`src/rtl/core/blzd_pkg.sv`:
```
// ----------------------------------------------------------------------------
// blzd_pkg
// Shared constants and controller/datapath interface types for the backward
// LZ decompressor.
// ----------------------------------------------------------------------------
package blzd_pkg;

  localparam int WINDOW_DEPTH_DEF = 8192;

  localparam int BYTE_W  = 8;
  localparam int DIST_W  = 13;  // holds the largest distance, 0xFFF + 3
  localparam int LEN_W   = 5;   // holds the largest length, 15 + 3
  localparam int LEFT_W  = 4;   // holds the flag count, 8

  localparam logic [LEFT_W-1:0] FLAG_COUNT = LEFT_W'(8);
  localparam logic [DIST_W-1:0] DIST_BIAS  = DIST_W'(3);
  localparam logic [LEN_W-1:0]  LEN_BIAS   = LEN_W'(3);

  // Commands from the controller to the datapath.
  typedef struct packed {
    logic clear_wr;    // write zero at the write position during the clearing pass
    logic accept;      // take the input request
    logic copy_rd;     // read the window at the copy source
    logic copy_emit;   // emit the byte just read and write it back
  } blzd_cmd_t;

  // Status from the datapath to the controller.
  typedef struct packed {
    logic wp_last;     // write position is at the top of the window
    logic copy_next;   // the next accepted byte completes a copy pair
    logic cnt_last;    // one copy byte left
    logic out_free;    // output register can take a byte this cycle
  } blzd_sts_t;

endpackage

```
`src/rtl/core/blzd_ctrl.sv`:
```
// ----------------------------------------------------------------------------
// blzd_ctrl
// Controller: clearing pass after reset, request acceptance and the
// read/write sequence of a copy token.
// ----------------------------------------------------------------------------
module blzd_ctrl (
  input  logic              clk,
  input  logic              rst_n,
  input  logic              in_valid,
  output logic              in_stall,
  input  blzd_pkg::blzd_sts_t sts,
  output blzd_pkg::blzd_cmd_t cmd
);

  localparam logic [1:0] S_CLEAR = 2'd0;
  localparam logic [1:0] S_IDLE  = 2'd1;
  localparam logic [1:0] S_READ  = 2'd2;
  localparam logic [1:0] S_WRITE = 2'd3;

  logic [1:0] state_r;
  logic [1:0] state_nxt;

  always_comb begin
    state_nxt     = state_r;
    cmd           = '0;
    in_stall      = 1'b1;
    unique case (state_r)
      S_CLEAR: begin
        cmd.clear_wr = 1'b1;
        if (sts.wp_last) begin
          state_nxt = S_IDLE;
        end
      end
      S_IDLE: begin
        in_stall = !sts.out_free;
        if (in_valid && sts.out_free) begin
          cmd.accept = 1'b1;
          if (sts.copy_next) begin
            state_nxt = S_READ;
          end
        end
      end
      S_READ: begin
        cmd.copy_rd = 1'b1;
        state_nxt   = S_WRITE;
      end
      S_WRITE: begin
        // The read data stays registered until the output can take it.
        if (sts.out_free) begin
          cmd.copy_emit = 1'b1;
          state_nxt     = sts.cnt_last ? S_IDLE : S_READ;
        end
      end
      default: begin
        state_nxt = S_CLEAR;
      end
    endcase
  end

  always_ff @(posedge clk) begin
    if (!rst_n) begin
      state_r <= S_CLEAR;
    end else begin
      state_r <= state_nxt;
    end
  end

endmodule

```
`config.mk`:
```
export PLATFORM = sky130hd
export DESIGN_NAME = blzd_ctrl
export DESIGN_NICKNAME = d
export VERILOG_FILES = /design/src/rtl/core/blzd_pkg.sv /design/src/rtl/core/blzd_ctrl.sv
export SDC_FILE = /design/constraint.sdc
export NUM_CORES = 1
export LEC_CHECK = 0
export CELL_PAD_IN_SITES_DETAIL_PLACEMENT = 1
export CELL_PAD_IN_SITES_GLOBAL_PLACEMENT = 2
export CORE_AREA = 4 4 41 43
export DETAILED_ROUTE_END_ITERATION = 7
export DIE_AREA = 0 0 45 47
export DONT_BUFFER_PORTS = 1
export PLACE_DENSITY_LB_ADDON = 0.1
export RECOVER_POWER = 50
export SLEW_MARGIN = 15
export SYNTH_ARGS = -nofsm -noshare
export SYNTH_HDL_FRONTEND = slang
export SYNTH_SLANG_ARGS = --single-unit
```
`constraint.sdc`:
```
create_clock -name clk -period 1.73 [get_ports clk]
set_input_delay 0.0865 -clock clk [delete_from_list [all_inputs] [get_ports clk]]
set_output_delay 0.0865 -clock clk [all_outputs]
set_load 0.01 [all_outputs]
```
==> results by group, run 1 <==
Cells and area
  – Max FFs per register: 2
  – Commonest non-fill, non-tap cell in the layout: nor2_1
  – FILL cells: 170
  – Final Core Density: 13.0%
  – Nets: 30
  – Share of layout cells above drive strength 1: 23.8%
  – ANT cells: 0
  – Final cell count without fillers: 36
  – Largest Register: state_r
  – Top Registers: state_r (2)
  – Most frequent cells in the layout: nor2_1, clkbuf_4
  – Area grow syn2layout: 32.4%

Power and ir drop
  – Int Pwr: 131 uW
  – P per Cell Area: 1010 nW/um^2
  – Net Sw Power: 39.8 uW
  – Clock power frac: 59.5%
  – Sw Share: 23.3%
  – Comb power frac: 8.6%
  – Leakage power figure: 0.0665 nW
  – Flop pwr share: 31.9%
  – Peak supply drop: 160 uV

Flow run
  – Max-cap viol count: 0

Synth
  – Main area contributors after synthesis: dfxtp_1, nor2_1, nand4_2, and4b_1, nor3_2
  – Synthesis-stage register bit count: 2
  – Cell count after synthesis: 18
  – Syn avg cell area: 7.09 sq um
  – Cell area after synthesis: 128 sq um
  – Cell taking the most area after synthesis: dfxtp_1
  – Synthesized Nets: 25
  – Synth top area share: 31.4%
  – Sequential area share after synthesis: 31.4%
  – Cell variety after synth: 12
  – Synth warn: 0

Die
  – Die Area: 2120 sq um
  – Die H: 47 microns
  – Initial Util: 9.81%
  – Core Box Area: 1300 sq um
  – Row cnt: 13
  – Top Ports: 12
  – Die width: 45 microns

GRT
  – Vias in the first global route: 170
  – Routing usage on met3: 4.21%
  – First-pass GRT wire length: 745 microns
  – Grt total ovfl: 0
  – All-layer global routing usage: 5.59%
  – Gr busiest metal: met4
  – Antenna violations before repair: 0
  – Met1 global-route usage: 5.42%
  – Largest net degree at the start of global routing: 8
  – Grt met2 use: 6.78%

STA
  – Worst slew margin: 83.5%
  – Highest Clock Rate: 841 MHz
  – Setup_tns: 0 ps
  – Period utilization: 68.7%
  – Unrepaired setup endpoints after global routing: false
  – Fin crit period: 1190 ps
  – Final setup viols: 0
  – Slew Limit Fails: 0
  – Final worst slack: 541 ps
  – Clk_skew: 0.322 ps
  – Worst Max-Slew Pin Slew: 247 ps
  – Hold Vio Cnt, Final: 0

Detailed routing
  – Post-route ant nets: 0
  – WL final: 465 microns
  – Avg WL per Cell: 12.9 microns
  – Vias: 134
  – Remaining routing DRC violations: 0
  – 1st-iter DRT viols: 0
  – Vias per cell: 3.72
  – TritonRoute pass-1 iters: 1

Clock tree
  – Hold Buf Count CTS: 0
  – Reg clk slew, reported paths: 30 ps
  – CTS Buffer Depth: 2
  – CTS tree: done
  – H-tree levels: 1
  – Clk Latency, worst-skew pair: 220 ps
  – CTS buffer count: 3
  – CTS root buffer: clkbuf_4
  – Cts repair resizes: 0
  – Clk sink count: 2
  – Setup repair bufs after CTS: 0

Setup path
  – Crit path max fanout: 7
  – CP arrival: 1100 ps
  – Data required, critical path: 1640 ps
  – Setup CP Type: flop to output pin
  – Startpoint types: flop
  – CP Capture Type: output pin

Min path
  – HP Class: input port to flop

Placed design
  – GP Congestion: 0.636
  – Post-Place Cells: 33
  – IO buf count: 0
  – Worst slack, placed: 750 ps
  – Final HPWL DP: 379 microns

Status
  – Status: completed
## critical path, cell delays in order, from the launching register on
cell	delay, ps
dfxtp_1	440
nand3_1	200
nor2_1	230
## path summary, 6_finish.rpt
kind                                 from                      end  slack (ps)  cells past startpoint
hold / removal                      rst_n  state_r[1]$_SDFFE_PN0P_          10                      2
hold reg to reg   state_r[0]$_SDFFE_PN0P_  state_r[1]$_SDFFE_PN0P_         590                      2
setup / recovery  state_r[0]$_SDFFE_PN0P_                   cmd[2]         540                      2
setup reg to reg  state_r[0]$_SDFFE_PN0P_  state_r[0]$_SDFFE_PN0P_         770                      3
## synthesized netlist by cell type
| cell type | count |
|---|---|
| nand4_2 | 1 |
| nand2_1 | 2 |
| o21ai_1 | 1 |
| nor2_1 | 4 |
| a21oi_1 | 1 |
| nor3_2 | 1 |
| nor3_1 | 1 |
| nand3_1 | 1 |
| dfxtp_1 | 2 |
| inv_1 | 2 |
| and4b_1 | 1 |
| o21ai_0 | 1 |
## per-stage QoR
stage	power [mW]	hold slack (ps)	cell area (sq um)
after CTS	0.179	8.13	169
final	0.171	14.5	169
after floorplan	0.0665	225	128
after global placement	0.0708	248	146
after global routing	0.188	9.24	169
after detailed placement	0.0706	249	146
## power groups by stage
stage	combinational, mW	sequential [mW]	clock [mW]
5_1_grt	0.0172	0.0554	0.115
4_1_cts	0.0154	0.0546	0.109
2_1_floorplan	0.0130	0.0534	0
3_5_place_dp	0.0153	0.0553	0
3_3_place_gp	0.0153	0.0554	0
6_report	0.0146	0.0544	0.101
## logic make-up after synthesis
| group | synth area share (%) |
|---|---|
| and+or+nand+nor | 51.0 |
| AOI/OAI and AO/OA | 11.8 |
| DFF | 31.4 |
| buffers and inverters | 5.88 |
## final cells by class
type	count	area, sq um	share of cell area (%)
flip-flops and latches	2	40.0	23.7
multi-input cells	14	80.1	47.4
clock buffers	3	22.5	13.3
inverters	2	7.51	4.44
well taps	15	18.8	11.1
## metal layers
layer,routed length [microns],share of wire (%),up-vias
met5,0,0,-
met4,0,0,0
met3,78,17,0
met2,202,43,8
met1,184,40,57
li1,-,-,69
Power figures use the tool's default switching activity.
==> inputs of run 2 (changes only) <==
- clock period: 1.73 -> 1.21 ns (I/O delays scaled with it)
==> run 2 against run 1 <==
  * Sequential share of layout area decreased by 1.5 points
  * Core utilization increased by 0.87 points
  * Largest cell class unchanged
  * Highest routed layer unchanged
  * Final area increased by 6.7%
  * Via count increased by 1.5%
  * Combinational power increased by 73%
  * Flip-flop and latch count unchanged
  * Critical path type unchanged
  * Total power increased by 48%
  * Cell count increased by 2.8%
  * Setup slack got worse by 430 ps
==> results by group, run 2 (synthesis results as in run 1) <==
STA
  – Slew Limit Fails: 0
  – Unrepaired setup endpoints after global routing: false
  – Worst Max-Slew Pin Slew: 237 ps
  – Setup_tns: 0 ps
  – Clk_skew: 7.30 ps
  – Final worst slack: 115 ps
  – Fin crit period: 1090 ps
  – Hold Vio Cnt, Final: 0
  – Worst slew margin: 84.2%
  – Highest Clock Rate: 914 MHz
  – Final setup viols: 0
  – Period utilization: 90.5%
  – Hold_ws: 29.8 ps

Cells and area
  – Max FFs per register: 2
  – ANT cells: 0
  – Area grow syn2layout: 41.2%
  – Largest Register: state_r
  – Share of layout cells above drive strength 1: 27.3%
  – Nets: 31
  – Final cell count without fillers: 37
  – Top Registers: state_r (2)
  – Most frequent cells in the layout: nor2_1, clkbuf_4, inv_1, nand2_1, dfxtp_1
  – Final Core Density: 13.8%

Clock tree
  – CTS root buffer: clkbuf_4
  – CTS buffer count: 3
  – CTS tree: done
  – H-tree levels: 1
  – Clk Latency, worst-skew pair: 230 ps
  – Reg clk slew, reported paths: 30 ps
  – Clk sink count: 2
  – CTS Buffer Depth: 2

Die
  – Row cnt: 13
  – Top Ports: 12
  – Die H: 47 microns
  – Die width: 45 microns
  – Initial Util: 9.81%
  – Core Box Area: 1300 sq um
  – Die Area: 2120 sq um

GRT
  – First-pass GRT wire length: 641 microns
  – Vias in the first global route: 134
  – Grt total ovfl: 0
  – All-layer global routing usage: 5.12%
  – Largest net degree at the start of global routing: 8
  – Antenna violations before repair: 0

Min path
  – HP Class: input port to flop

Setup path
  – Crit path max fanout: 6
  – CP Capture Type: output pin
  – Reg2Reg Setup Slack: 250 ps
  – Critical Path End: cmd[2]
  – Data required, critical path: 1150 ps
  – Capturing point of the worst reg2reg path: state_r[0]$_SDFFE_PN0P_
  – RR Startpoint: state_r[0]$_SDFFE_PN0P_
  – Critical Path Source: state_r[1]$_SDFFE_PN0P_
  – Worst Reg-to-Reg Cells: 3
  – Startpoint types: flop
  – CP arrival: 1030 ps
  – Setup CP Type: flop to output pin

Power and ir drop
  – Leakage power figure: 0.0679 nW
  – Peak supply drop: 681 uV
  – P per Cell Area: 1400 nW/um^2

Status
  – Status: completed

Detailed routing
  – 1st-iter DRT viols: 4
  – Vias: 136
  – Post-route ant nets: 0
  – Avg WL per Cell: 12.2 microns
  – Remaining routing DRC violations: 0
  – WL final: 452 microns
  – Vias per cell: 3.68
  – TritonRoute pass-1 iters: 2

Placed design
  – Post-Place Cells: 33
  – Worst slack, placed: 273 ps
  – GP Congestion: 0.635
  – IO buf count: 0
  – Final HPWL DP: 373 microns

Flow run
  – Max-cap viol count: 0
run 2: changes by cell type in the layout (fill, tap and decap cells not counted):
cell and delta:
nor2_2 +1, nand3_2 +1, nand4_1 +1, nand4_2 -1, dlygate4sd3_1 +1, nand3_1 -1, o21ai_1 +1, o21ai_0 -1
nor2_1 -1
run 2: area by class of cell:
| cell class | instances | area, sq um |
|---|---|---|
| clock buffers | 3 | 22.5 |
| fillers | 166 | 1120 |
| inverters | 2 | 7.51 |
| multi-input cells | 14 | 81.3 |
| flip-flops and latches | 2 | 40.0 |
| well taps | 15 | 18.8 |
| repair buffers | 1 | 10.0 |
run 2: how the worst min path moves through the flow:
stage,cells past startpoint,start,to,slack [ps]
2_1_floorplan,2,rst_n,state_r[1]$_SDFFE_PN0P_,200
3_3_place_gp,2,rst_n,state_r[1]$_SDFFE_PN0P_,210
3_5_place_dp,2,in_valid,cmd[2],210
4_1_cts,2,in_valid,state_r[1]$_SDFFE_PN0P_,20
5_1_grt,2,sts[3],state_r[0]$_SDFFE_PN0P_,60
6_report,2,sts[3],state_r[0]$_SDFFE_PN0P_,30
run 2: stage by stage:
stage	power, mW	area, sq um
CTS	0.260	179
global placement	0.100	146
global route	0.278	180
finish	0.252	180
floorplan	0.0950	128
detailed placement	0.100	146
run 2: routing by layer:
metal | vias up | global-route usage, % | part of all wire, %
met4 | 0 | 3.51 | 0
met1 | 54 | 5.64 | 42
li1 | 71 | - | -
met2 | 11 | 4.80 | 34
met3 | 0 | 6.51 | 23
met5 | - | 0 | 0
run 2: power breakdown:
part / internal [mW] / leakage (nW) / switching (mW)
Sequential: 0.0705 / 0.0165 / 0.00682
Clock: 0.110 / 0.0138 / 0.0402
Combinational: 0.00978 / 0.0376 / 0.0155
run 2: repair_timing:
action | in CTS | in global routing
resized for setup | 0 | 2
endpoints found under the setup margin | 0 | 1
buffers inserted | 0 | 0
hold buffers | 1 | 0
endpoints found under the hold margin | 2 | 0
run 2: worst max-delay path: stages (launching register included):
cell and delay, ps:
dfxtp_1 340, inv_1 160, nand3_2 150, nor2_2 160
==> inputs of run 3 (changes only) <==
- SETUP_SLACK_MARGIN: default -> 0.4
- clock period: 1.21 -> 1.1 ns (I/O delays scaled with it)
==> run 3 against run 2 <==
  * Total power grew 22%
  * Clock skew grew 2.5 ps
  * Worst hold slack lost 25 ps
  * Via count grew 9.6%
  * Sequential share of layout area shrank 2.8 points
  * Clock-buffer cell count grew 1
  * Global-route usage grew 0.24 points
  * Register-to-register slack is essentially flat
  * Core utilization grew 5.0 points
  * Critical endpoint unchanged
  * Largest cell class unchanged
==> results by group, run 3 (synthesis results as in run 1) <==
Power and ir drop
  – Int Pwr: 228 uW
  – P per Cell Area: 1250 nW/um^2
  – Peak supply drop: 374 uV
  – Flop pwr share: 28.5%
  – Leakage power figure: 0.0820 nW
  – Comb power frac: 12.8%
  – Net Sw Power: 78.8 uW
  – Sw Share: 25.7%
  – Clock power frac: 58.7%

Detailed routing
  – Vias: 149
  – Post-route ant nets: 0
  – 1st-iter DRT viols: 0
  – Remaining routing DRC violations: 0
  – WL final: 456 microns
  – Vias per cell: 3.82
  – TritonRoute pass-1 iters: 1
  – Avg WL per Cell: 11.7 microns

GRT
  – Met1 global-route usage: 5.19%
  – First-pass GRT wire length: 786 microns
  – Grt total ovfl: 0
  – Antenna violations before repair: 0
  – All-layer global routing usage: 5.36%
  – Routing usage on met3: 3.83%
  – Largest net degree at the start of global routing: 8
  – Gr busiest metal: met2
  – Vias in the first global route: 177
  – Grt met2 use: 9.04%

STA
  – Fin crit period: 924 ps
  – Worst slew margin: 85.6%
  – Worst Max-Slew Pin Slew: 215 ps
  – Period utilization: 84.0%
  – Setup_tns: 0 ps
  – Highest Clock Rate: 1080 MHz
  – Hold Vio Cnt, Final: 0
  – Unrepaired setup endpoints after global routing: true
  – Clk_skew: 9.81 ps
  – Slew Limit Fails: 0
  – Final setup viols: 0
  – Final worst slack: 176 ps

Clock tree
  – Clk sink count: 2
  – CTS root buffer: clkbuf_4
  – CTS Buffer Depth: 2
  – H-tree levels: 1
  – CTS tree: done
  – CTS buffer count: 3
  – Clk Latency, worst-skew pair: 230 ps
  – Reg clk slew, reported paths: 30 ps

Setup path
  – Setup CP Type: flop to output pin
  – Crit path max fanout: 4
  – Startpoint types: flop
  – CP arrival: 870 ps
  – Data required, critical path: 1040 ps
  – CP Buf/Inv Count: 1
  – CP Capture Type: output pin
  – CP Cell Sequence: inv_6, nand3_4, nor2_4
  – CP max stage cell: dfxtp_4
  – Worst path top cell family by delay: flip-flops
  – Worst stage delay on the critical path: 350 ps

Cells and area
  – Max FFs per register: 2
  – Commonest non-fill, non-tap cell in the layout: clkbuf_4
  – Most frequent cells in the layout: clkbuf_4, nor2_1, nor2_4, dfxtp_4
  – FILL cells: 163
  – Area grow syn2layout: 92.2%
  – Top Registers: state_r (2)
  – Share of layout cells above drive strength 1: 58.3%
  – ANT cells: 0
  – Nets: 32
  – Largest Register: state_r

Placed design
  – Final HPWL DP: 380 microns
  – Worst slack, placed: 287 ps
  – IO buf count: 0
  – GP Congestion: 0.566

Die
  – Die width: 45 microns
  – Die Area: 2120 sq um
  – Die H: 47 microns
  – Core Box Area: 1300 sq um
  – Top Ports: 12
  – Row cnt: 13
  – Initial Util: 9.81%

Status
  – Status: completed

Flow run
  – Max-cap viol count: 0

Min path
  – HP Class: input port to flop
-- run 3: cell count changes in the layout (fill, tap and decap cells not counted), sizes merged --
cell | before | now
clkbuf | 3 | 4
buf | 0 | 1
-- run 3: what timing repair did --
action,in CTS,in global routing
resized for setup,5,2
hold buffers,1,0
hold endpoints to repair,2,0
pin swaps,4,0
setup endpoints to repair,7,7
buffers inserted,1,0
-- run 3: worst register-to-register path: stages, from the launching register on --
cell     delay (ps)
dfxtp_4         370
buf_4           130
and4b_1         200
nor3_2           40
-- run 3: area by class of cell --
class                      instances  area [sq um]  share of cell area, %
inverter                           2          12.5                   5.10
sequential                         2          47.5                   19.4
multi-input combinational         14           123                   50.0
clock buffer                       4          26.3                   10.7
tap                               15          18.8                   7.65
timing repair buffer               2          17.5                   7.14
-- run 3: final timing paths --
kind / to / slack (ps) / cells after the start / startpoint
max: cmd[2] / 180 / 3 / state_r[1]$_SDFFE_PN0P_
min: state_r[1]$_SDFFE_PN0P_ / 4 / 2 / in_valid
max reg2reg: state_r[0]$_SDFFE_PN0P_ / 260 / 3 / state_r[1]$_SDFFE_PN0P_
min reg2reg: state_r[1]$_SDFFE_PN0P_ / 530 / 2 / state_r[1]$_SDFFE_PN0P_
-- run 3: power groups by stage --
stage          registers [mW]  clock network (mW)  logic, mW
2_1_floorplan          0.0862                   0     0.0268
3_3_place_gp           0.0888                   0     0.0310
3_5_place_dp           0.0888                   0     0.0306
4_1_cts                0.0874               0.192     0.0387
5_1_grt                0.0892               0.204     0.0439
6_report               0.0874               0.180     0.0394
-- run 3: through the flow --
step,util (%),total power [mW],hold slack (ps),area (sq um),std cells
after floorplan,-,0.113,172,158,18
after global placement,13.6,0.120,189,176,33
after detailed placement,13.6,0.119,189,176,33
after CTS,18.3,0.318,5.68,238,39
after global routing,18.8,0.337,8.63,245,39
final,18.8,0.307,4.35,245,39
-- run 3: layer usage --
metal  vias up  wire (microns)
met5         -               0
met4         0               0
met3         0              37
met2         7             250
met1        67             168
li1         75               -
